`config.mk`:
```
export PLATFORM = sky130hd
export DESIGN_NAME = dcf77_pulse_frame_decoder
export DESIGN_NICKNAME = d
export VERILOG_FILES = /design/src/sv/dcfd_pkg.sv /design/src/sv/dcf77_pulse_frame_decoder.sv /design/src/sv/dcfd_ram.sv /design/src/sv/dcfd_seq.sv
export SDC_FILE = /design/constraint.sdc
export NUM_CORES = 1
export LEC_CHECK = 0
export CORE_MARGIN = 5
export CORE_UTILIZATION = 43
export CTS_BUF_LIST = sky130_fd_sc_hd__clkbuf_2
export DETAILED_ROUTE_END_ITERATION = 7
export DONT_BUFFER_PORTS = 1
export PLACE_DENSITY_LB_ADDON = 0.2
export SLEW_MARGIN = 20
export SYNTH_ARGS = -nofsm -noshare
export SYNTH_HDL_FRONTEND = slang
export SYNTH_SLANG_ARGS = --single-unit
```
`constraint.sdc`:
```
create_clock -name clk_i -period 6.5 [get_ports clk_i]
set_input_delay 1.95 -clock clk_i [delete_from_list [all_inputs] [get_ports clk_i]]
set_output_delay 1.95 -clock clk_i [all_outputs]
set_load 0.02 [all_outputs]
```
`src/sv/dcfd_pkg.sv`:
```
// Shared types, constants and the sequencer program of the DCF77 frame decoder.
// Used by dcfd_seq and dcf77_pulse_frame_decoder; depends on nothing else.
`timescale 1ns / 1ps

package dcfd_pkg;

  // Bit store geometry.
  localparam int FRAME_BITS     = 61;
  localparam int MIN_FRAME_BITS = 59;
  localparam int CNT_W          = $clog2(FRAME_BITS + 1);
  localparam int ADDR_W         = $clog2(FRAME_BITS);

  // The frame check only looks at bits 15 to 58; they are gathered in a shift register.
  localparam int FB_FIRST = 15;
  localparam int FB_LAST  = 58;
  localparam int FB_N     = FB_LAST - FB_FIRST + 1;

  // Reset values of the configuration registers.
  localparam logic [7:0]  SLICE_RST = 8'd224;
  localparam logic [23:0] NOM_RST   = 24'd1000000;
  localparam logic [23:0] GAP_RST   = 24'd500000;
  localparam logic [23:0] TMO_RST   = 24'd2000000;

  // Configuration register indexes.
  localparam logic [1:0] CFG_SLICE   = 2'd0;
  localparam logic [1:0] CFG_NOMINAL = 2'd1;
  localparam logic [1:0] CFG_GAP     = 2'd2;
  localparam logic [1:0] CFG_TIMEOUT = 2'd3;

  // Frame error codes.
  localparam logic [2:0] ERR_OK     = 3'd0;
  localparam logic [2:0] ERR_COUNT  = 3'd1;
  localparam logic [2:0] ERR_ZONE   = 3'd2;
  localparam logic [2:0] ERR_START  = 3'd3;
  localparam logic [2:0] ERR_MINUTE = 3'd4;
  localparam logic [2:0] ERR_HOUR   = 3'd5;
  localparam logic [2:0] ERR_DATE   = 3'd6;

  typedef enum logic [2:0] {
    CHK_NONE,
    CHK_COUNT,
    CHK_ZONE,
    CHK_START,
    CHK_PARITY
  } chk_e;

  // One control word of the check program.
  typedef struct packed {
    logic              rd;       // issue a store read at addr
    logic [ADDR_W-1:0] addr;
    logic              cap;      // take in the bit read in the previous step
    logic              par_clr;  // restart the parity sum with this bit
    chk_e              chk;
    logic [2:0]        err;      // code reported when the check fails
    logic              last;
  } ctl_t;

  typedef struct packed {
    logic       done;
    logic [2:0] err;
  } seq_res_t;

  // Step s reads bit FB_FIRST + s, and that bit is taken in at step s + 1.
  localparam int STEP_W = 6;
  localparam logic [STEP_W-1:0] ST_COUNT   = STEP_W'(0);
  localparam logic [STEP_W-1:0] ST_ZONE    = STEP_W'(18 - FB_FIRST + 1);
  localparam logic [STEP_W-1:0] ST_START   = STEP_W'(20 - FB_FIRST + 1);
  localparam logic [STEP_W-1:0] ST_MIN_CLR = STEP_W'(21 - FB_FIRST + 1);
  localparam logic [STEP_W-1:0] ST_MIN_CHK = STEP_W'(28 - FB_FIRST + 1);
  localparam logic [STEP_W-1:0] ST_HR_CLR  = STEP_W'(29 - FB_FIRST + 1);
  localparam logic [STEP_W-1:0] ST_HR_CHK  = STEP_W'(35 - FB_FIRST + 1);
  localparam logic [STEP_W-1:0] ST_DT_CLR  = STEP_W'(36 - FB_FIRST + 1);
  localparam logic [STEP_W-1:0] ST_LAST    = STEP_W'(FB_LAST - FB_FIRST + 1);

  function automatic ctl_t ctl_rom(input logic [STEP_W-1:0] step);
    ctl_t c;
    c.rd      = (step < ST_LAST);
    c.addr    = ADDR_W'(32'(step) + FB_FIRST);
    c.cap     = (step != ST_COUNT) && (step <= ST_LAST);
    c.par_clr = 1'b0;
    c.chk     = CHK_NONE;
    c.err     = ERR_OK;
    c.last    = 1'b0;
    case (step)
      ST_COUNT: begin
        c.chk = CHK_COUNT;
        c.err = ERR_COUNT;
      end
      ST_ZONE: begin
        c.chk = CHK_ZONE;
        c.err = ERR_ZONE;
      end
      ST_START: begin
        c.chk = CHK_START;
        c.err = ERR_START;
      end
      ST_MIN_CLR: c.par_clr = 1'b1;
      ST_MIN_CHK: begin
        c.chk = CHK_PARITY;
        c.err = ERR_MINUTE;
      end
      ST_HR_CLR: c.par_clr = 1'b1;
      ST_HR_CHK: begin
        c.chk = CHK_PARITY;
        c.err = ERR_HOUR;
      end
      ST_DT_CLR: c.par_clr = 1'b1;
      ST_LAST: begin
        c.chk  = CHK_PARITY;
        c.err  = ERR_DATE;
        c.last = 1'b1;
      end
      default: ;
    endcase
    return c;
  endfunction

endpackage

```
`src/sv/dcf77_pulse_frame_decoder.sv`:
```
// Top level of the DCF77 pulse and frame decoder: configuration, bit store and result word.
// Depends on dcfd_pkg, dcfd_ram and dcfd_seq.
`timescale 1ns / 1ps

// One input word per received second pulse; one result word comes back for each.
// A pulse that does not close a minute passes from acceptance through the compare and
// store states to the result register. A pulse whose interval marks a minute boundary
// also runs the frame check, a 45-step microprogram that reads the bit store one bit per
// cycle. A new word is taken while the previous result still waits in the output
// register. Decoded time and flags on every result are those of the last frame that
// passed; configuration may only be written while the block is idle.

module dcf77_pulse_frame_decoder (
  input  logic        clk_i,
  input  logic        rst_ni,
  input  logic        cfg_we_i,
  input  logic [1:0]  cfg_idx_i,
  input  logic [23:0] cfg_data_i,
  input  logic        in_valid_i,
  output logic        in_ready_o,
  input  logic [7:0]  raw_sample_i,
  input  logic [23:0] interval_us_i,
  output logic        out_valid_o,
  input  logic        out_ready_i,
  output logic        frame_done_o,
  output logic [2:0]  error_code_o,
  output logic        time_valid_o,
  output logic        overflow_o,
  output logic [5:0]  second_index_o,
  output logic        bit_value_o,
  output logic [6:0]  minute_value_o,
  output logic [5:0]  hour_value_o,
  output logic [5:0]  day_value_o,
  output logic [2:0]  weekday_value_o,
  output logic [12:0] month_year_o,
  output logic [3:0]  flag_bits_o
);
  import dcfd_pkg::*;

  localparam logic [2:0] S_IDLE  = 3'd0;
  localparam logic [2:0] S_CMP   = 3'd1;
  localparam logic [2:0] S_SEQ   = 3'd2;
  localparam logic [2:0] S_STORE = 3'd3;
  localparam logic [2:0] S_OUT   = 3'd4;

  logic [7:0]  slice_q;
  logic [23:0] nom_q, gap_m_q, tmo_m_q;

  logic [2:0]       state_q, state_d;
  logic             bit_q, bit_d;
  logic [24:0]      diff_q, diff_d;
  logic             gap_q, gap_d, tmo_q, tmo_d;
  logic [2:0]       err_q, err_d;
  logic [CNT_W-1:0] cnt_q, cnt_d;
  logic             valid_q, valid_d;
  logic             ovf_q, ovf_d;
  logic [5:0]       sec_q, sec_d;
  logic [42:0]      lat_time_q, lat_time_d;
  logic [3:0]       lat_flags_q, lat_flags_d;
  logic             out_valid_q, out_valid_d;
  logic             load_out;

  logic [23:0]      dev;
  logic             full;
  logic             seq_start;
  logic             ram_re, ram_rd;
  logic [ADDR_W-1:0] ram_raddr;
  seq_res_t         seq_res;
  logic [FB_N-1:0]  fb;

  logic [6:0]  mi;
  logic [5:0]  hr, dy;
  logic [2:0]  wd;
  logic [4:0]  mo;
  logic [7:0]  yr;
  logic [3:0]  fl;

  // Configuration registers.
  always_ff @(posedge clk_i or negedge rst_ni) begin
    if (!rst_ni) begin
      slice_q <= SLICE_RST;
      nom_q   <= NOM_RST;
      gap_m_q <= GAP_RST;
      tmo_m_q <= TMO_RST;
    end else if (cfg_we_i) begin
      case (cfg_idx_i)
        CFG_SLICE:   slice_q <= cfg_data_i[7:0];
        CFG_NOMINAL: nom_q   <= cfg_data_i;
        CFG_GAP:     gap_m_q <= cfg_data_i;
        CFG_TIMEOUT: tmo_m_q <= cfg_data_i;
        default:     ;
      endcase
    end
  end

  dcfd_ram #(
    .WIDTH (1),
    .DEPTH (FRAME_BITS)
  ) u_store (
    .clk_i   (clk_i),
    .we_i    ((state_q == S_STORE) && !full),
    .waddr_i (cnt_q[ADDR_W-1:0]),
    .wdata_i (bit_q),
    .re_i    (ram_re),
    .raddr_i (ram_raddr),
    .rdata_o (ram_rd)
  );

  dcfd_seq u_seq (
    .clk_i       (clk_i),
    .rst_ni      (rst_ni),
    .start_i     (seq_start),
    .bit_count_i (cnt_q),
    .rd_en_o     (ram_re),
    .rd_addr_o   (ram_raddr),
    .rd_data_i   (ram_rd),
    .res_o       (seq_res),
    .frame_o     (fb)
  );

  // BCD fields, least significant bit first; fb[0] holds bit 15 of the frame.
  always_comb begin
    mi = 7'(fb[21-FB_FIRST +: 4]) + 7'(fb[25-FB_FIRST +: 3]) * 7'd10;
    hr = 6'(fb[29-FB_FIRST +: 4]) + 6'(fb[33-FB_FIRST +: 2]) * 6'd10;
    dy = 6'(fb[36-FB_FIRST +: 4]) + 6'(fb[40-FB_FIRST +: 2]) * 6'd10;
    wd = fb[42-FB_FIRST +: 3];
    mo = 5'(fb[45-FB_FIRST +: 4]) + (fb[49-FB_FIRST] ? 5'd10 : 5'd0);
    yr = 8'(fb[50-FB_FIRST +: 4]) + 8'(fb[54-FB_FIRST +: 4]) * 8'd10;
    fl = {fb[19-FB_FIRST], fb[17-FB_FIRST], fb[16-FB_FIRST], fb[15-FB_FIRST]};
  end

  assign dev  = diff_q[24] ? (~diff_q[23:0] + 24'd1) : diff_q[23:0];
  assign full = (cnt_q >= CNT_W'(FRAME_BITS));
  assign in_ready_o = (state_q == S_IDLE);
  assign load_out   = (state_q == S_OUT) && (!out_valid_q || out_ready_i);
  assign seq_start  = (state_q == S_CMP) && (dev > gap_m_q);

  always_comb begin
    state_d     = state_q;
    bit_d       = bit_q;
    diff_d      = diff_q;
    gap_d       = gap_q;
    tmo_d       = tmo_q;
    err_d       = err_q;
    cnt_d       = cnt_q;
    valid_d     = valid_q;
    ovf_d       = ovf_q;
    sec_d       = sec_q;
    lat_time_d  = lat_time_q;
    lat_flags_d = lat_flags_q;
    out_valid_d = out_valid_q & ~out_ready_i;

    case (state_q)
      S_IDLE: begin
        if (in_valid_i) begin
          bit_d   = (raw_sample_i < slice_q);
          diff_d  = {1'b0, interval_us_i} - {1'b0, nom_q};
          state_d = S_CMP;
        end
      end
      S_CMP: begin
        gap_d   = (dev > gap_m_q);
        tmo_d   = (dev > tmo_m_q);
        err_d   = ERR_OK;
        state_d = gap_d ? S_SEQ : S_STORE;
      end
      S_SEQ: begin
        if (seq_res.done) begin
          err_d   = seq_res.err;
          valid_d = (seq_res.err == ERR_OK);
          cnt_d   = '0;
          if (seq_res.err == ERR_OK) begin
            lat_time_d  = 43'({mo, yr, wd, dy, hr, mi});
            lat_flags_d = fl;
          end
          state_d = S_STORE;
        end
      end
      S_STORE: begin
        sec_d = (cnt_q > CNT_W'(63)) ? 6'd63 : cnt_q[5:0];
        ovf_d = full;
        // A timeout clears validity even when this pulse just closed a good frame.
        valid_d = valid_q & ~tmo_q & ~full;
        if (!full) begin
          cnt_d = cnt_q + CNT_W'(1);
        end
        state_d = S_OUT;
      end
      S_OUT: begin
        if (load_out) begin
          out_valid_d = 1'b1;
          state_d     = S_IDLE;
        end
      end
      default: state_d = S_IDLE;
    endcase
  end

  always_ff @(posedge clk_i or negedge rst_ni) begin
    if (!rst_ni) begin
      state_q     <= S_IDLE;
      cnt_q       <= '0;
      valid_q     <= 1'b0;
      lat_time_q  <= '0;
      lat_flags_q <= '0;
      out_valid_q <= 1'b0;
    end else begin
      state_q     <= state_d;
      cnt_q       <= cnt_d;
      valid_q     <= valid_d;
      lat_time_q  <= lat_time_d;
      lat_flags_q <= lat_flags_d;
      out_valid_q <= out_valid_d;
    end
  end

  always_ff @(posedge clk_i) begin
    bit_q  <= bit_d;
    diff_q <= diff_d;
    gap_q  <= gap_d;
    tmo_q  <= tmo_d;
    err_q  <= err_d;
    ovf_q  <= ovf_d;
    sec_q  <= sec_d;
  end

  // Result word register, loaded only when the previous word has been taken.
  always_ff @(posedge clk_i) begin
    if (load_out) begin
      frame_done_o    <= gap_q;
      error_code_o    <= err_q;
      time_valid_o    <= valid_q;
      overflow_o      <= ovf_q;
      second_index_o  <= sec_q;
      bit_value_o     <= bit_q;
      minute_value_o  <= lat_time_q[6:0];
      hour_value_o    <= lat_time_q[12:7];
      day_value_o     <= lat_time_q[18:13];
      weekday_value_o <= lat_time_q[21:19];
      month_year_o    <= lat_time_q[34:22];
      flag_bits_o     <= lat_flags_q;
    end
  end

  assign out_valid_o = out_valid_q;

  a_cnt_range: assert property (@(posedge clk_i) disable iff (!rst_ni)
    cnt_q <= CNT_W'(FRAME_BITS))
    else $error("bit counter ran past the store depth");

  a_seq_state: assert property (@(posedge clk_i) disable iff (!rst_ni)
    seq_res.done |-> state_q == S_SEQ)
    else $error("frame check finished outside the check state");

  a_valid_ok: assert property (@(posedge clk_i) disable iff (!rst_ni)
    (out_valid_o && frame_done_o && time_valid_o) |-> error_code_o == ERR_OK)
    else $error("time reported valid after a failed frame");

endmodule

```
`src/sv/dcfd_ram.sv`:
```
// Generic single-write, single-read RAM with a registered read port.
// No dependencies.
`timescale 1ns / 1ps

module dcfd_ram #(
  parameter int WIDTH = 1,
  parameter int DEPTH = 64
) (
  input  logic                     clk_i,
  input  logic                     we_i,
  input  logic [$clog2(DEPTH)-1:0] waddr_i,
  input  logic [WIDTH-1:0]         wdata_i,
  input  logic                     re_i,
  input  logic [$clog2(DEPTH)-1:0] raddr_i,
  output logic [WIDTH-1:0]         rdata_o
);

  logic [WIDTH-1:0] mem_q [DEPTH];
  logic [WIDTH-1:0] rdata_q;

  always_ff @(posedge clk_i) begin
    if (we_i) begin
      mem_q[waddr_i] <= wdata_i;
    end
    if (re_i) begin
      rdata_q <= mem_q[raddr_i];
    end
  end

  assign rdata_o = rdata_q;

endmodule

```
`src/sv/dcfd_seq.sv`:
```
// Microcoded frame checker: walks the bit store under the program in dcfd_pkg.
// Depends on dcfd_pkg; reads the store through the top level's RAM.
`timescale 1ns / 1ps

module dcfd_seq (
  input  logic                         clk_i,
  input  logic                         rst_ni,
  input  logic                         start_i,
  input  logic [dcfd_pkg::CNT_W-1:0]   bit_count_i,
  output logic                         rd_en_o,
  output logic [dcfd_pkg::ADDR_W-1:0]  rd_addr_o,
  input  logic                         rd_data_i,
  output dcfd_pkg::seq_res_t           res_o,
  output logic [dcfd_pkg::FB_N-1:0]    frame_o
);
  import dcfd_pkg::*;

  logic              busy_q, busy_d;
  logic [STEP_W-1:0] step_q, step_d;
  logic              par_q, par_d;
  logic [FB_N-1:0]   sh_q, sh_d;
  seq_res_t          res_q, res_d;
  ctl_t              ctl;
  logic              fail;

  assign ctl = ctl_rom(step_q);

  always_comb begin
    busy_d = busy_q;
    step_d = step_q;
    par_d  = par_q;
    sh_d   = sh_q;
    res_d  = '{done: 1'b0, err: res_q.err};
    fail   = 1'b0;

    if (busy_q) begin
      par_d = (ctl.par_clr ? 1'b0 : par_q) ^ (ctl.cap & rd_data_i);
      if (ctl.cap) begin
        sh_d = {rd_data_i, sh_q[FB_N-1:1]};
      end
      // The zone check sees bit 17 at the top of the shift register and bit 18 arriving.
      case (ctl.chk)
        CHK_COUNT:  fail = (bit_count_i < CNT_W'(MIN_FRAME_BITS));
        CHK_ZONE:   fail = (rd_data_i == sh_q[FB_N-1]);
        CHK_START:  fail = !rd_data_i;
        CHK_PARITY: fail = par_d;
        default:    fail = 1'b0;
      endcase
      step_d = step_q + STEP_W'(1);
      if (fail || ctl.last) begin
        busy_d = 1'b0;
        res_d  = '{done: 1'b1, err: fail ? ctl.err : ERR_OK};
      end
    end else if (start_i) begin
      busy_d = 1'b1;
      step_d = '0;
    end
  end

  always_ff @(posedge clk_i or negedge rst_ni) begin
    if (!rst_ni) begin
      busy_q <= 1'b0;
      step_q <= '0;
      res_q  <= '{done: 1'b0, err: ERR_OK};
    end else begin
      busy_q <= busy_d;
      step_q <= step_d;
      res_q  <= res_d;
    end
  end

  always_ff @(posedge clk_i) begin
    par_q <= par_d;
    sh_q  <= sh_d;
  end

  assign rd_en_o   = busy_q & ctl.rd;
  assign rd_addr_o = ctl.addr;
  assign res_o     = res_q;
  assign frame_o   = sh_q;

  a_start_idle: assert property (@(posedge clk_i) disable iff (!rst_ni)
    start_i |-> !busy_q)
    else $error("check started while the program is still running");

  a_done_pulse: assert property (@(posedge clk_i) disable iff (!rst_ni)
    res_o.done |=> !res_o.done)
    else $error("completion held for more than one cycle");

  a_ok_full_run: assert property (@(posedge clk_i) disable iff (!rst_ni)
    (res_o.done && res_o.err == ERR_OK) |-> $past(step_q) == ST_LAST)
    else $error("frame passed without the program reaching its last step");

endmodule
```
==> impl_metrics.py <==
metrics = {
    "status": {
        "run_status": "finished, final reports clean",
    },
    "clocking": {
        "cts_tree": "built",
        "cts_made_buffers": 91,
        "cts.clk_slew.worst_paths_ns": 0.10,
        "ctsHoldBuffers": 0,
        "root_buffer": "clkbuf_2",
        "post_cts_buffers": 0,
        "clock_latency_ns": 0.99,
        "h-tree-depth": 3,
        "cts-resized-gates": 0,
        "cts_buffer_depth": 3,
        "tritoncts_num_sinks": 338,
    },
    "worst_setup_path": {
        "end_kind": "output pin",
        "slowest_delay_ns": 0.75,
        "cp.arrival_ns": 2.18,
        "path_delay_family": "simple AND/OR/NAND/NOR gates",
        "worstPathCellList": "nor3_1",
        "cp_num_buf_inv": 0,
        "cp-start-kind": "register",
        "required_ns": 4.55,
        "path_class": "register to output pin",
        "slowest_stage": "nor3_1",
        "path_max_fanout": 7,
    },
    "sta": {
        "max_freq_mhz": 242,
        "final.min_clock_period_ns": 4.13,
        "tns_ns": 0,
        "skew_ns": 0.0923,
        "setup_viol": 0,
        "drv_slew": 0,
        "hold_slack_ns": 0.414,
        "rsz0062_at_grt": "no",
        "period_share_pct": 63.5,
        "worst_pin_slew_ns": 0.992,
        "maxSlewHeadroom_pct": 33.9,
        "final_hold_viol_count": 0,
    },
    "grt": {
        "gr-total-overflow": 0,
        "track_usage_pct": 16.2,
        "grt_pass1_wl_um": 54600,
        "antenna_found_initial": 2,
        "grt_max_degree": 142,
        "grt_pass1_vias": 10500,
    },
    "synthesis": {
        "synth_adder_area_share_pct": 9.00,
        "synth.mux.area_fraction_pct": 9.26,
        "synth_xor_area_share_pct": 3.34,
        "synth.avg_cell_area_um2": 12.6,
        "syn_area_um2": 16500,
        "synthArstFlopShare_pct": 41.7,
        "synth_compound_area_share_pct": 8.26,
        "syn-num-nets": 1486,
        "ys_types": 72,
        "ys_seq_area_share_pct": 57.5,
        "synth_top_family_by_area": "multiplexers",
        "synth_edf_count": 197,
        "synth_cells": 1308,
        "synth-seq-cells": 338,
        "yosys_warnings": 0,
        "synth_flop_cell": "edfxtp_1",
        "synth-simple-area-share_pct": 9.02,
    },
    "drt": {
        "highest_layer": "met4",
        "dr_wl_met2_um": 15500,
        "num_vias": 10000,
        "route.met3.wl_um": 1940,
        "postRouteWirelength_um": 33300,
        "wl_met1_um": 15100,
        "drtIter0Drc": 465,
        "drtPass1Iterations": 5,
        "avgViaCountPerCell": 5.10,
        "wl_per_cell_um": 17.0,
        "ant_nets": 0,
        "drc_errors": 0,
    },
    "floorplan": {
        "fp.dieW_um": 206,
        "start_util_pct": 43.7,
        "io_pins": 117,
        "die_h_um": 206,
        "rows": 71,
        "core_area_um2": 37800,
        "dieArea_um2": 42400,
    },
    "finish": {
        "post-route-cell-area_um2": 17900,
        "layout_commonest_cell": "edfxtp_1",
        "drive_above_1_share_pct": 21.6,
        "final_util_pct": 47.4,
        "most-common-layout-cells": "edfxtp_1, clkbuf_2, dfrtp_1",
        "nNetsFinal": 1546,
        "area_growth_pct": 8.49,
    },
    "min_path": {
        "hp-class": "register to register",
    },
    "power_and_ir_drop": {
        "p_leak_nw": 7.41,
        "power.density_nw_per_um2": 368,
        "power.total_mw": 6.59,
        "ir_worst_vdd_mv": 0.151,
    },
    "placed_design": {
        "hpwlAfterDp_um": 22900,
        "portBuffers": 0,
        "place_area_um2": 17000,
        "gp_congestion": 0.845,
    },
    "run": {
        "drv_cap": 0,
    },
}
[kinds of logic (layout without fill, tap and decap cells)]
kind of cell / Yosys count / in the layout
and+or+nand+nor: 310 / 310
other: 0 / 5
AOI/OAI and AO/OA: 209 / 209
DFF: 338 / 338
xor gates and xnor gates: 62 / 62
adders and majority gates: 115 / 115
buffers and inverters: 153 / 291
muxes: 121 / 121
[layer usage]
metal	vias to the layer above	track usage [%]
li1	4886	-
met1	4812	21.4
met2	238	25.6
met3	66	4.85
met4	0	5.87
met5	-	0
[cell usage after synthesis (all sizes together), types with 4 or more instances]
master / n / area, µm²
or4: 5 / 48.8
fa: 6 / 120
nand2b: 11 / 68.8
a21o: 26 / 195
mux4: 15 / 345
and3: 14 / 88.8
nor2: 105 / 394
ha: 109 / 1360
xnor2: 42 / 368
a31oi: 5 / 37.5
o22ai: 5 / 31.3
and2: 9 / 56.3
edfxtp: 197 / 5920
inv: 112 / 420
o21a: 11 / 82.6
mux2i: 10 / 100
o41ai: 7 / 76.3
nand4: 14 / 87.6
nand3b: 8 / 60.1
nor4: 4 / 31.3
xor2: 20 / 183
nor3: 14 / 75.1
clkbuf: 27 / 103
nand2: 85 / 319
buf: 14 / 77.6
mux2: 96 / 1080
dfstp: 24 / 631
o211ai: 4 / 30.0
dfrtp: 117 / 2930
o31ai: 12 / 90.1
nand3: 18 / 90.1
a21oi: 44 / 231
o21ai: 72 / 360
nor2b: 12 / 75.1
[per-stage QoR]
step | worst slack [ns] | std cells
2_1_floorplan | 2.57 | 1308
3_3_place_gp | 2.27 | 1786
3_5_place_dp | 2.27 | 1786
4_1_cts | 2.23 | 1957
5_1_grt | 2.19 | 1962
6_report | 2.37 | 1962
[state kept, by name, summed over array words and instances, names as in the netlist, 7 cells and up]
name,flops
lat_time_q,35
month_year_o,13
tmo_m_q,24
slice_q,8
u_seq.frame_o,44
nom_q,24
minute_value_o,7
u_store.mem_q,61
diff_q,25
gap_m_q,24
[layout make-up]
cell class / instances / area [µm²]
inverter: 112 / 420
antenna: 5 / 12.5
clock buffer: 140 / 701
multi-input combinational: 817 / 6420
clock inverter: 31 / 160
fill: 3446 / 19900
tap: 511 / 639
sequential: 338 / 9470
timing repair buffer: 8 / 60.1
[where the power goes]
group	internal, mW	leakage, nW	switching [mW]
registers	2.83	3.52	0.326
clock network	0.619	0.657	0.885
logic	0.862	3.23	1.07
total	4.31	7.41	2.28
[path summary, 6_finish.rpt]
| kind | start | endpoint | slack (ns) | cells after the start |
|---|---|---|---|---|
| setup / recovery | state_q[0] | in_ready_o | 2.37 | 1 |
| hold / removal | u_seq.frame_o[13] | u_seq.frame_o[12] | 0.41 | 0 |
| setup reg to reg | diff_q[0] | state_q[0] | 2.71 | 13 |
| hold reg to reg | u_seq.frame_o[13] | u_seq.frame_o[12] | 0.41 | 0 |
| max in group asynchronous | rst_ni | gap_m_q[5] | 5.45 | 0 |
| min in group asynchronous | rst_ni | u_seq.step_q[0] | 0.67 | 0 |
Power figures use the tool's default switching activity.
